[src/rtl/core/wto_pkg.sv]
package wto_pkg;

  // default build values
  localparam int TABLE_ENTRIES_DEF = 1000;
  localparam int FRACTION_BITS_DEF = 16;

  // fixed field widths
  localparam int IDX_W   = 10;
  localparam int VAL_W   = 17;
  localparam int SMP_W   = 16;
  localparam int STEP_W  = 26;
  localparam int TOTAL_W = 32;

  // config port
  localparam int PADDR_W = 3;
  localparam int PDATA_W = 32;
  localparam logic REG_PHASE_STEP   = 1'b0;
  localparam logic REG_SAMPLE_TOTAL = 1'b1;

  // item modes
  localparam logic MODE_LOAD = 1'b0;
  localparam logic MODE_TICK = 1'b1;

  // front/back queue
  localparam int QDEPTH = 2;
  localparam int QPTR_W = $clog2(QDEPTH);
  localparam int QCNT_W = $clog2(QDEPTH + 1);

  typedef struct packed {
    logic                    is_tick;
    logic [IDX_W-1:0]        idx;
    logic signed [VAL_W-1:0] value;
  } qent_t;

  function automatic logic signed [SMP_W-1:0] sat16(logic signed [VAL_W-1:0] v);
    logic signed [SMP_W-1:0] r;
    if (v[VAL_W-1] != v[SMP_W-1]) begin
      r = v[VAL_W-1] ? {1'b1, {(SMP_W-1){1'b0}}} : {1'b0, {(SMP_W-1){1'b1}}};
    end else begin
      r = v[SMP_W-1:0];
    end
    return r;
  endfunction

endpackage

[src/rtl/core/wto_ifs.sv]
interface wto_in_if import wto_pkg::*; ();
  logic                    valid;
  logic                    ready;
  logic                    mode;
  logic [IDX_W-1:0]        entry_index;
  logic signed [VAL_W-1:0] entry_value;

  modport source (output valid, mode, entry_index, entry_value, input ready);
  modport sink (input valid, mode, entry_index, entry_value, output ready);
endinterface


[src/rtl/core/wto_front.sv]
module wto_front import wto_pkg::*; #(
  parameter int TABLE_ENTRIES = TABLE_ENTRIES_DEF
) (
  input  logic        clk_i,
  input  logic        rst_ni,
  wto_in_if.sink      in_if,
  output qent_t       head_o,
  output logic        head_valid_o,
  input  logic        pop_i
);

  qent_t             slot_q [QDEPTH];
  logic [QPTR_W-1:0] wr_ptr_q, rd_ptr_q;
  logic [QCNT_W-1:0] count_q;
  logic              accept, push, keep;

  assign in_if.ready = (count_q != QCNT_W'(QDEPTH));
  assign accept      = in_if.valid && in_if.ready;
  // loads past the table end are dropped here
  assign keep = (in_if.mode == MODE_TICK) || (32'(in_if.entry_index) < TABLE_ENTRIES);
  assign push = accept && keep;

  assign head_o       = slot_q[rd_ptr_q];
  assign head_valid_o = (count_q != '0);

  always_ff @(posedge clk_i or negedge rst_ni) begin
    if (!rst_ni) begin
      wr_ptr_q <= '0;
      rd_ptr_q <= '0;
      count_q  <= '0;
    end else begin
      if (push) begin
        wr_ptr_q <= wr_ptr_q + 1'b1;
      end
      if (pop_i) begin
        rd_ptr_q <= rd_ptr_q + 1'b1;
      end
      if (push && !pop_i) begin
        count_q <= count_q + 1'b1;
      end else if (pop_i && !push) begin
        count_q <= count_q - 1'b1;
      end
    end
  end

  always_ff @(posedge clk_i) begin
    if (push) begin
      slot_q[wr_ptr_q] <= '{is_tick: (in_if.mode == MODE_TICK),
                            idx:     in_if.entry_index,
                            value:   in_if.entry_value};
    end
  end

  a_count_max: assert property (@(posedge clk_i) disable iff (!rst_ni)
    count_q <= QCNT_W'(QDEPTH))
    else $error("queue overflow");

  a_pop_nonempty: assert property (@(posedge clk_i) disable iff (!rst_ni)
    pop_i |-> head_valid_o)
    else $error("pop from empty queue");

  a_ptr_count: assert property (@(posedge clk_i) disable iff (!rst_ni)
    QPTR_W'(wr_ptr_q - rd_ptr_q) == QPTR_W'(count_q))
    else $error("queue pointers disagree with count");

endmodule

[src/flat_wrapper.sv]
// flat-port wrapper written by rule: the top's interface ports become plain ports
module wto_front_flat import wto_pkg::*;
#(
  parameter int TABLE_ENTRIES = TABLE_ENTRIES_DEF
)
  (clk_i, rst_ni, head_o, head_valid_o, pop_i, in_if_valid, in_if_mode, in_if_entry_index, in_if_entry_value, in_if_ready);
  wto_in_if in_if_i ();
  input  logic clk_i;
  input  logic rst_ni;
  output qent_t head_o;
  output logic head_valid_o;
  input  logic pop_i;
  input wire logic [$bits(in_if_i.valid)-1:0] in_if_valid;
  input wire logic [$bits(in_if_i.mode)-1:0] in_if_mode;
  input wire logic [$bits(in_if_i.entry_index)-1:0] in_if_entry_index;
  input wire logic [$bits(in_if_i.entry_value)-1:0] in_if_entry_value;
  output wire logic [$bits(in_if_i.ready)-1:0] in_if_ready;
  assign in_if_i.valid = in_if_valid;
  assign in_if_i.mode = in_if_mode;
  assign in_if_i.entry_index = in_if_entry_index;
  assign in_if_i.entry_value = in_if_entry_value;
  assign in_if_ready = in_if_i.ready;
  wto_front #(.TABLE_ENTRIES(TABLE_ENTRIES)) u_core (.clk_i(clk_i), .rst_ni(rst_ni), .in_if(in_if_i), .head_o(head_o), .head_valid_o(head_valid_o), .pop_i(pop_i));
endmodule
[config.mk]
export PLATFORM = sky130hd
export DESIGN_NAME = wto_front_flat
export DESIGN_NICKNAME = d
export VERILOG_FILES = /design/src/rtl/core/wto_pkg.sv /design/src/rtl/core/wto_ifs.sv /design/src/rtl/core/wto_front.sv /design/src/flat_wrapper.sv
export SDC_FILE = /design/constraint.sdc
export NUM_CORES = 1
export LEC_CHECK = 0
export BUFFER_PORTS_ARGS = -buffer_cell sky130_fd_sc_hd__buf_2
export CAP_MARGIN = 0
export CORE_MARGIN = 2
export CORE_UTILIZATION = 28
export DETAILED_ROUTE_END_ITERATION = 8
export PLACE_DENSITY = 0.59
export SYNTH_ARGS = -nofsm -noshare
export SYNTH_HDL_FRONTEND = slang
export SYNTH_SLANG_ARGS = --single-unit
export TNS_END_PERCENT = 10
[constraint.sdc]
create_clock -name clk_i -period 3.3 [get_ports clk_i]
set_input_delay 0.165 -clock clk_i [delete_from_list [all_inputs] [get_ports clk_i]]
set_output_delay 0.165 -clock clk_i [all_outputs]
set_load 0.005 [all_outputs]
==> flow_metrics.tcl <==
set metrics [dict create \
    fin_nets 219 \
    htreeDepth 3 \
    hold_ws_ns 0.0254 \
    finalPower_mw 2.30 \
    n_antenna_cell 0 \
    holdCritPathClass "in2reg" \
    netlist_area_sq_um 2310 \
    ctsResizeCount 0 \
    grt_use_total_pct 9.61 \
    pre_cts_slack_ns 1.27 \
    fin_util_pct 36.4 \
    synth_top_area_cell "edfxtp_1" \
    die_x_um 94.8 \
    synthArstFlopShare_pct 6.67 \
    ys_seq_area_share_pct 77.1 \
    viasPerCell 4.07 \
    synth_nets 142 \
    numCtsBuffers 9 \
    io_pins 62 \
    synthCells 109 \
    dieArea_sq_um 8990 \
    yosysMostFrequentCell "edfxtp_1" \
    status "completed" \
    num_rows 33 \
    syn_area_per_cell_sq_um 21.2 \
    fill_cells 789 \
    path_class "reg2out" \
    hold_viol_final 0 \
    place_congestion 0.683 \
    p_per_area_nw_per_um2 780 \
    ir_worst_vdd_v 0.000301 \
    initial_core_util_pct 28.5 \
    cts_tree "built" \
    fin_skew_ns 0.00257 \
    required_ns 3.13 \
    synth_warnings 0 \
    max_freq_ghz 0.454 \
    numClockSinks 60 \
    grt_pass1_wl_mm 6.00 \
    area_growth_pct 27.6 \
    clk_path_buf_depth 2 \
    start_kind "flop" \
    setup_viol 0 \
    instances_no_fill 294 \
    die_h_um 94.8 \
    synthFlopType "edfxtp_1" \
    drive_gt1_share_pct 48.7 \
    overflow 0 \
    fin_crit_ns 2.20 \
    crit_arrival_ns 2.04 \
    drc_errors 0 \
    place_inst 275 \
    post-route-period-util_pct 66.7 \
    core_sq_um 8090 \
    fin_tns_setup_ns 0 \
    netlist.area_leader.share_pct 72.8 \
    rsz0062_at_grt "no" \
    numPortBuffers 61 \
    clk_latency_ns 0.33 \
    end_kind "primary output" \
    synth_area_leaders "edfxtp_1 73%, mux2_1 8.8%, mux2_4 6.5%, dfrtp_1 4.3%, o311ai_4 1.1%" \
    reg2reg_from "u_core.count_q[1]" \
    hp-start "in_if_entry_value[2]" \
    worst_pin_slew_ns 0.773 \
    min_path_cells 1 \
    max-slew-margin-rel_pct 48.4 \
    slew_violations 0 \
    placed_area_sq_um 2750 \
    vias 1196 \
    wire_per_inst_um 13.9 \
    cts-root-buf "clkbuf_8" \
    netlist_top_cells_count "56 x edfxtp_1, 18 x mux2_1, 10 x mux2_4" \
    drtPass1Iterations 4 \
    fin_ws_ns 1.10 \
    synth_edf_count 56 \
    final_area_sq_um 2950 \
    drt_iter0_markers 43 \
    max_cap_viol_count 0 \
    hpwl_mm 2.79 \
    ant_nets 0 \
    grt_max_degree 23 \
    crit_start "u_core.rd_ptr_q" \
    grt_pass1_vias 1228 \
    clkTransAtPathRegs_ns 0.06 \
    drt-total-wl_mm 4.08 \
    synth_cell_types 18 \
    synth-seq-cells 60 \
    critPathMaxFanout 18 \
    r2r_cells 4 \
    antenna_found_initial 0 \
    p_leak_nw 1.15 \
]
placed cells by master, fill, tap and decap left out:
cell type / n
clkinv_1: 1
xnor2_1: 2
xor2_1: 3
or2_1: 1
nor2_1: 1
clkbuf_8: 9
nand4_2: 1
edfxtp_1: 56
mux2_1: 18
o311ai_4: 1
inv_1: 3
buf_2: 61
clkinv_2: 3
dfrtp_1: 4
dlygate4sd3_1: 5
buf_4: 3
nor2_2: 3
nand2b_4: 1
mux2_4: 10
or2b_1: 1
clkbuf_1: 1
ha_1: 1
sequential cells by signal (all words and copies together), names as in the netlist:
| signal | cells |
|---|---|
| u_core.wr_ptr_q | 1 |
| u_core.slot_q | 56 |
| u_core.rd_ptr_q | 1 |
| u_core.count_q | 2 |
per-layer routing:
| layer | global-route usage (%) | vias to the layer above | wire, um |
|---|---|---|---|
| met3 | 5.43 | 5 | 310 |
| met2 | 14.7 | 48 | 1940 |
| met4 | 4.35 | 0 | 45 |
| met5 | 0 | - | 0 |
| met1 | 11.0 | 577 | 1780 |
| li1 | - | 566 | - |
timing repair:
action,CTS,global route
hold buffers,1,4
hold endpoints to repair,4,8
setup buffers,0,0
cell families after synthesis:
logic type	after synthesis	synth area share [%]
fa+ha+maj	1	0.542
flops	60	77.1
buf+inv	6	1.52
mux	28	15.3
compound gates	1	1.14
simple gates	8	2.49
xor+xnor	5	1.90
path summary, 6_finish.rpt:
path / to / slack [ns]
max: head_o[12] / 1.10
min: u_core.slot_q[1][2] / 0.03
max reg2reg: u_core.slot_q[1][0] / 1.32
min reg2reg: u_core.count_q[1] / 0.49
max in group asynchronous: u_core.rd_ptr_q / 3.02
min in group asynchronous: u_core.count_q[1] / 0.16
worst max-delay path, cell delays in order (launching register included):
cell and delay [ns]:
dfrtp_1 0.84, buf_4 0.37, mux2_1 0.35, buf_2 0.13
area by class of cell:
type                            count  area (sq um)  area share [%]
Tap cell                          105           131            4.46
Clock inverter                      4          18.8           0.637
Timing Repair Buffer               69           378            12.8
Multi-Input combinational cell     43           498            16.9
Inverter                            3          11.3           0.382
Clock buffer                       10           128            4.33
Sequential cell                    60          1780            60.5
power by group:
part / switching [mW] / total, mW / internal, mW
Combinational: 0.300 / 0.649 / 0.349
Clock: 0.258 / 0.515 / 0.257
Sequential: 0.0911 / 1.13 / 1.04
Note: power is estimated with default switching activity, not from simulation.
