<file path="config.mk">
export PLATFORM = sky130hd
export DESIGN_NAME = wto_cfg
export DESIGN_NICKNAME = d
export VERILOG_FILES = /design/src/rtl/core/wto_pkg.sv /design/src/rtl/core/wto_cfg.sv
export SDC_FILE = /design/constraint.sdc
export NUM_CORES = 1
export LEC_CHECK = 0
export ABC_AREA = 0
export BUFFER_PORTS_ARGS = -buffer_cell sky130_fd_sc_hd__buf_2
export CAP_MARGIN = 10
export CORE_ASPECT_RATIO = 1.75
export CORE_MARGIN = 2
export CORE_UTILIZATION = 45
export CTS_CLUSTER_SIZE = 25
export DETAILED_ROUTE_END_ITERATION = 10
export GPL_TIMING_DRIVEN = 0
export PLACE_DENSITY_LB_ADDON = 0.1
export SETUP_SLACK_MARGIN = 0.1
export SYNTH_ARGS = -nofsm -noshare
export SYNTH_HDL_FRONTEND = slang
export SYNTH_SLANG_ARGS = --single-unit
</file>
<file path="constraint.sdc">
create_clock -name clk_i -period 4.9 [get_ports clk_i]
set_clock_uncertainty 0.1 [all_clocks]
set_input_delay 0.98 -clock clk_i [delete_from_list [all_inputs] [get_ports clk_i]]
set_output_delay 0.98 -clock clk_i [all_outputs]
set_load 0.02 [all_outputs]
</file>
<file path="src/rtl/core/wto_pkg.sv">
package wto_pkg;

  // default build values
  localparam int TABLE_ENTRIES_DEF = 1000;
  localparam int FRACTION_BITS_DEF = 16;

  // fixed field widths
  localparam int IDX_W   = 10;
  localparam int VAL_W   = 17;
  localparam int SMP_W   = 16;
  localparam int STEP_W  = 26;
  localparam int TOTAL_W = 32;

  // config port
  localparam int PADDR_W = 3;
  localparam int PDATA_W = 32;
  localparam logic REG_PHASE_STEP   = 1'b0;
  localparam logic REG_SAMPLE_TOTAL = 1'b1;

  // item modes
  localparam logic MODE_LOAD = 1'b0;
  localparam logic MODE_TICK = 1'b1;

  // front/back queue
  localparam int QDEPTH = 2;
  localparam int QPTR_W = $clog2(QDEPTH);
  localparam int QCNT_W = $clog2(QDEPTH + 1);

  typedef struct packed {
    logic                    is_tick;
    logic [IDX_W-1:0]        idx;
    logic signed [VAL_W-1:0] value;
  } qent_t;

  function automatic logic signed [SMP_W-1:0] sat16(logic signed [VAL_W-1:0] v);
    logic signed [SMP_W-1:0] r;
    if (v[VAL_W-1] != v[SMP_W-1]) begin
      r = v[VAL_W-1] ? {1'b1, {(SMP_W-1){1'b0}}} : {1'b0, {(SMP_W-1){1'b1}}};
    end else begin
      r = v[SMP_W-1:0];
    end
    return r;
  endfunction

endpackage

</file>
<file path="src/rtl/core/wto_cfg.sv">
module wto_cfg import wto_pkg::*; #(
  parameter int TABLE_ENTRIES = TABLE_ENTRIES_DEF,
  parameter int FRACTION_BITS = FRACTION_BITS_DEF
) (
  input  logic               clk_i,
  input  logic               rst_ni,
  input  logic               psel,
  input  logic               penable,
  input  logic               pwrite,
  input  logic [PADDR_W-1:0] paddr,
  input  logic [PDATA_W-1:0] pwdata,
  output logic [PDATA_W-1:0] prdata,
  output logic               pready,
  output logic [$clog2(TABLE_ENTRIES)+FRACTION_BITS-1:0] step_red_o,
  output logic [TOTAL_W-1:0] total_o,
  output logic               busy_o
);

  localparam int AW = $clog2(TABLE_ENTRIES);
  localparam int PW = AW + FRACTION_BITS;
  localparam int XW = STEP_W - FRACTION_BITS;
  localparam int TW = $clog2(TABLE_ENTRIES + 1);
  localparam int SH = XW + TW;
  localparam longint unsigned RECIP = (64'd1 << SH) / TABLE_ENTRIES;

  typedef enum logic [1:0] {
    ST_IDLE,
    ST_MUL,
    ST_FIX
  } state_e;

  state_e              state_q;
  logic [STEP_W-1:0]   step_q;
  logic [TOTAL_W-1:0]  total_q;
  logic [XW-1:0]       quo_q;
  logic [PW-1:0]       step_red_q;

  logic                wr_en;
  logic [XW-1:0]       whole;
  logic [XW+SH-1:0]    prod;
  logic [XW+TW-1:0]    qt;
  logic [XW+TW-1:0]    rem;
  logic [XW+TW-1:0]    rem_fix;
  logic [PW-1:0]       step_red_d;

  assign pready = 1'b1;
  assign wr_en  = psel && penable && pwrite && pready;
  assign prdata = (paddr[2] == REG_SAMPLE_TOTAL) ? total_q
                                                 : PDATA_W'(step_q);

  // step mod (entries << frac): only the integer part needs reducing
  assign whole   = step_q[STEP_W-1:FRACTION_BITS];
  assign prod    = (XW+SH)'(whole) * (XW+SH)'(RECIP);
  assign qt      = (XW+TW)'(quo_q) * (XW+TW)'(TABLE_ENTRIES);
  assign rem     = (XW+TW)'(whole) - qt;
  assign rem_fix = (rem >= (XW+TW)'(TABLE_ENTRIES)) ? rem - (XW+TW)'(TABLE_ENTRIES) : rem;
  assign step_red_d = {AW'(rem_fix), step_q[FRACTION_BITS-1:0]};

  always_ff @(posedge clk_i or negedge rst_ni) begin
    if (!rst_ni) begin
      state_q    <= ST_IDLE;
      step_q     <= '0;
      total_q    <= '0;
      quo_q      <= '0;
      step_red_q <= '0;
    end else begin
      if (wr_en && (paddr[2] == REG_PHASE_STEP)) begin
        step_q  <= pwdata[STEP_W-1:0];
        state_q <= ST_MUL;
      end else begin
        case (state_q)
          ST_MUL: begin
            quo_q   <= prod[XW+SH-1:SH];
            state_q <= ST_FIX;
          end
          ST_FIX: begin
            step_red_q <= step_red_d;
            state_q    <= ST_IDLE;
          end
          default: begin
            state_q <= ST_IDLE;
          end
        endcase
      end
      if (wr_en && (paddr[2] == REG_SAMPLE_TOTAL)) begin
        total_q <= pwdata[TOTAL_W-1:0];
      end
    end
  end

  assign step_red_o = step_red_q;
  assign total_o    = total_q;
  assign busy_o     = (state_q != ST_IDLE);

  a_mul_then_fix: assert property (@(posedge clk_i) disable iff (!rst_ni)
    (state_q == ST_MUL && !wr_en) |=> (state_q == ST_FIX))
    else $error("step reduction skipped fix stage");

  a_red_in_range: assert property (@(posedge clk_i) disable iff (!rst_ni)
    (state_q == ST_FIX) |-> (rem_fix < (XW+TW)'(TABLE_ENTRIES)))
    else $error("reduced step out of range");

  a_write_busy: assert property (@(posedge clk_i) disable iff (!rst_ni)
    (wr_en && paddr[2] == REG_PHASE_STEP) |=> busy_o)
    else $error("step write did not start reduction");

endmodule

</file>
==> key figures <==
Status
  – Status: complete, no violations

Global route
  – Antenna violations before repair: 0
  – First-pass GRT wire length: around 18 mm
  – Largest net degree at the start of global routing: 45
  – Vias in the first global route: 3,664
  – GRT overflow: 0
  – Total GRT Usage: 0.2155

Finish
  – Most frequent cells in the layout: nand2_1 (137), buf_2 (128), dfrtp_1 (87)
  – Layout cells sized above 1: 0.3649
  – Number of fill cells in the layout: 904
  – Area delta synth->final: 24.80%
  – Final core occ: 0.5728
  – Antenna Diode Count: 0
  – Area of the multi-input gates: 2206 sq um
  – Layout Nets: between 600 and 700
  – Flip-flop and latch area: between 2000 and 2500 sq um
  – Commonest non-fill, non-tap cell in the layout: nand2_1

STA
  – Unrepaired setup endpoints after global routing: no
  – Worst slew pin tran: 0.7685 ns
  – Sum of negative setup slack: 0 ns
  – Final Cycle Share: 0.6829
  – Fin. Hold Viols: 0
  – Min Tclk post-route: 3.346 ns
  – Max_slew headroom: 0.4877
  – Peak Freq: approximately 300 MHz
  – Final setup violation count: 0
  – Slew Viols, Final: 0

Yosys
  – Syn avg cell area: about 10 sq um
  – Syn nets: around 500
  – Yosys synthesis warning count: 0
  – Most used DFF post-synth: dfrtp_1
  – #FFs+latches synth: 87
  – Ys async rst share: 1.000
  – Yosys cell types: 46
  – Synth Instances: roughly 440
  – Mapped cell area: roughly 4500 sq um
  – Number of synthesized flops with an enable pin: 0
  – Sequential share of the synthesized area: 0.4816

Placement
  – Port-buffer cells: approximately 130
  – Global placer's final weighted congestion: 0.8537
  – Detailed placement HPWL: 8.305 mm

Hold path
  – Worst min-delay path class: flop to flop

Setup path
  – Critical-path top delay cell: buf_1
  – Flop-to-flop setup slack: ~2.0 ns
  – R2R depth: 11
  – Terminus of the critical flop-to-flop path: quo_q[0]
  – Stages on worst setup path: 4
  – Most used cell, CP: buf_2
  – Peak per-stage delay on the critical path: 0.53 ns
  – CP Launch Point: paddr[2]
  – Crit path to: prdata[23]
  – CP endpoint kind: primary output
  – R2r startpoint: step_q[24]
  – Worst Path Arrival: between 2 and 2.5 ns
  – Crit path buffers/inverters: 3
  – Crit start category: input port
  – CP top delay family: buffers and inverters
  – WP data required: around 3.8 ns
  – Setup Crit Path Kind: input port to primary output
  – CP Max Fanout: 10
  – CP cell instances: buf_2 -> buf_1 -> mux2_2 -> buf_2

Power
  – Lkg Pwr: 0.003021 uW
  – Maximum VDD drop: 0.3284 mV
  – Pwr Density: 474.9 nW/um^2
  – Overall power: between 2000 and 3000 uW

Floorplanning
  – Row cnt: 48
  – Die Span X: between 70 and 80 um
  – Die height: 136.6 um
  – I/O pin count: roughly 130
  – Core area: 9849 sq um
  – Die area: roughly 11,000 sq um
  – Starting Density: 0.4590

Clocking
  – Post-CTS Setup Inserts: 0
  – Cts bufs inserted: 9
  – Clock sinks: a little under 90
  – Clock slew at reported path FFs: around 0.070 ns
  – Worst-skew pair later-pin latency: about 0.34 ns
  – # hold bufs at CTS: 0
  – CTS tree: done
  – H-Tree Depth: 3
  – Post_cts resized: 0
  – Clock tree buffer depth: 2
  – Clock Tree Root: clkbuf_16

Drt
  – Drt wl/cell: about 16 um
  – Antenna viol nets, final: 0
  – Total wire length: approximately 11 mm
  – Drt drc: 0
  – Vias: 3,564
  – Drt initial violations: 92
  – Pre-antenna DRT Iters: 5
  – DR vias/cell: approximately 5.0

Run
  – Max-Cap Viols: 0
[final cells by class]
class | count | share of cell area
multi-input combinational | 315 | 0.3910
sequential | 87 | 0.3859
timing repair buffer | 128 | 0.1180
clock buffer | 10 | 0.04059
tap | 125 | 0.02772
buffer | 18 | 0.01308
clock inverter | 6 | 0.01242
inverter | 17 | 0.01131
[kinds of logic after synthesis]
family,count (synthesis),synth area share
AO/OA/AOI/OAI,42,0.06339
buffers and inverters,35,0.03045
AND/OR/NAND/NOR,172,0.1603
adder cells (fa/ha/maj),38,0.1102
other,1,0.0008295
flip-flops,87,0.4816
multiplexers,57,0.1420
XOR/XNOR,5,0.01135
[per-stage QoR]
step	setup WS [ns]	hold WS (ns)	std cells	instance area, sq um
floorplan	1.903	0.3567	437	4521
global placement	1.555	0.3537	689	5313
detailed placement	1.526	0.3578	690	5343
CTS	1.522	0.3761	706	5642
global route	1.451	0.3937	706	5642
finish	1.554	0.3742	706	5642
[per-layer routing]
layer / global-route usage / part of all wire / vias up
li1: - / - / 1738
met1: 0.2429 / 0.39 / 1698
met2: 0.3964 / 0.54 / 112
met3: 0.04485 / 0.052 / 16
met4: 0.07533 / 0.019 / 0
met5: 0 / 0 / -
[worst reg2reg max path, delay by kind of cell, from the launching register on]
| family | cells | cell delay (ns) |
|---|---|---|
| fa+ha+maj | 4 | 1.31 |
| compound gates | 4 | 0.78 |
| flops | 1 | 0.47 |
| simple gates | 1 | 0.06 |
| buf+inv | 2 | 0.10 |
[synth_stat cells (2+ instances only)]
| cell | number | area [sq um] |
|---|---|---|
| inv_1 | 17 | 63.81 |
| buf_2 | 2 | 10.01 |
| xnor2_1 | 3 | 26.28 |
| nand4_1 | 2 | 12.51 |
| nor2_1 | 10 | 37.54 |
| mux2_2 | 56 | 630.6 |
| a31oi_1 | 3 | 18.77 |
| ha_1 | 35 | 437.9 |
| dfrtp_1 | 87 | 2177 |
| o2111ai_1 | 2 | 17.52 |
| buf_1 | 2 | 7.510 |
| fa_1 | 3 | 60.06 |
| a21oi_1 | 10 | 50.05 |
| o21ai_1 | 6 | 30.03 |
| nand3b_1 | 5 | 37.54 |
| clkbuf_1 | 13 | 48.80 |
| a21o_1 | 4 | 30.03 |
| and2_1 | 6 | 37.54 |
| nand2_1 | 137 | 514.2 |
| o21ai_0 | 8 | 40.04 |
[worst min path at each step]
stage / endpoint / from / depth (start not counted)
after global routing: step_red_o[6] / step_red_o[6] / 2
after CTS: step_red_o[6] / step_red_o[6] / 2
final: step_red_o[2] / step_red_o[2] / 2
after floorplan: step_red_o[0] / step_q[0] / 2
after detailed placement: step_red_o[4] / step_red_o[4] / 2
after global placement: step_red_o[4] / step_red_o[4] / 2
[state kept, by name, summed over array words and instances (netlist names)]
signal / cells
step_red_o: 26
step_q: 26
total_o: 32
quo_q: 1
state_q: 2
[power by group]
group          internal (uW)  switching [uW]
combinational            392             582
sequential               880             127
clock                    398             299
Power figures use the tool's default switching activity.
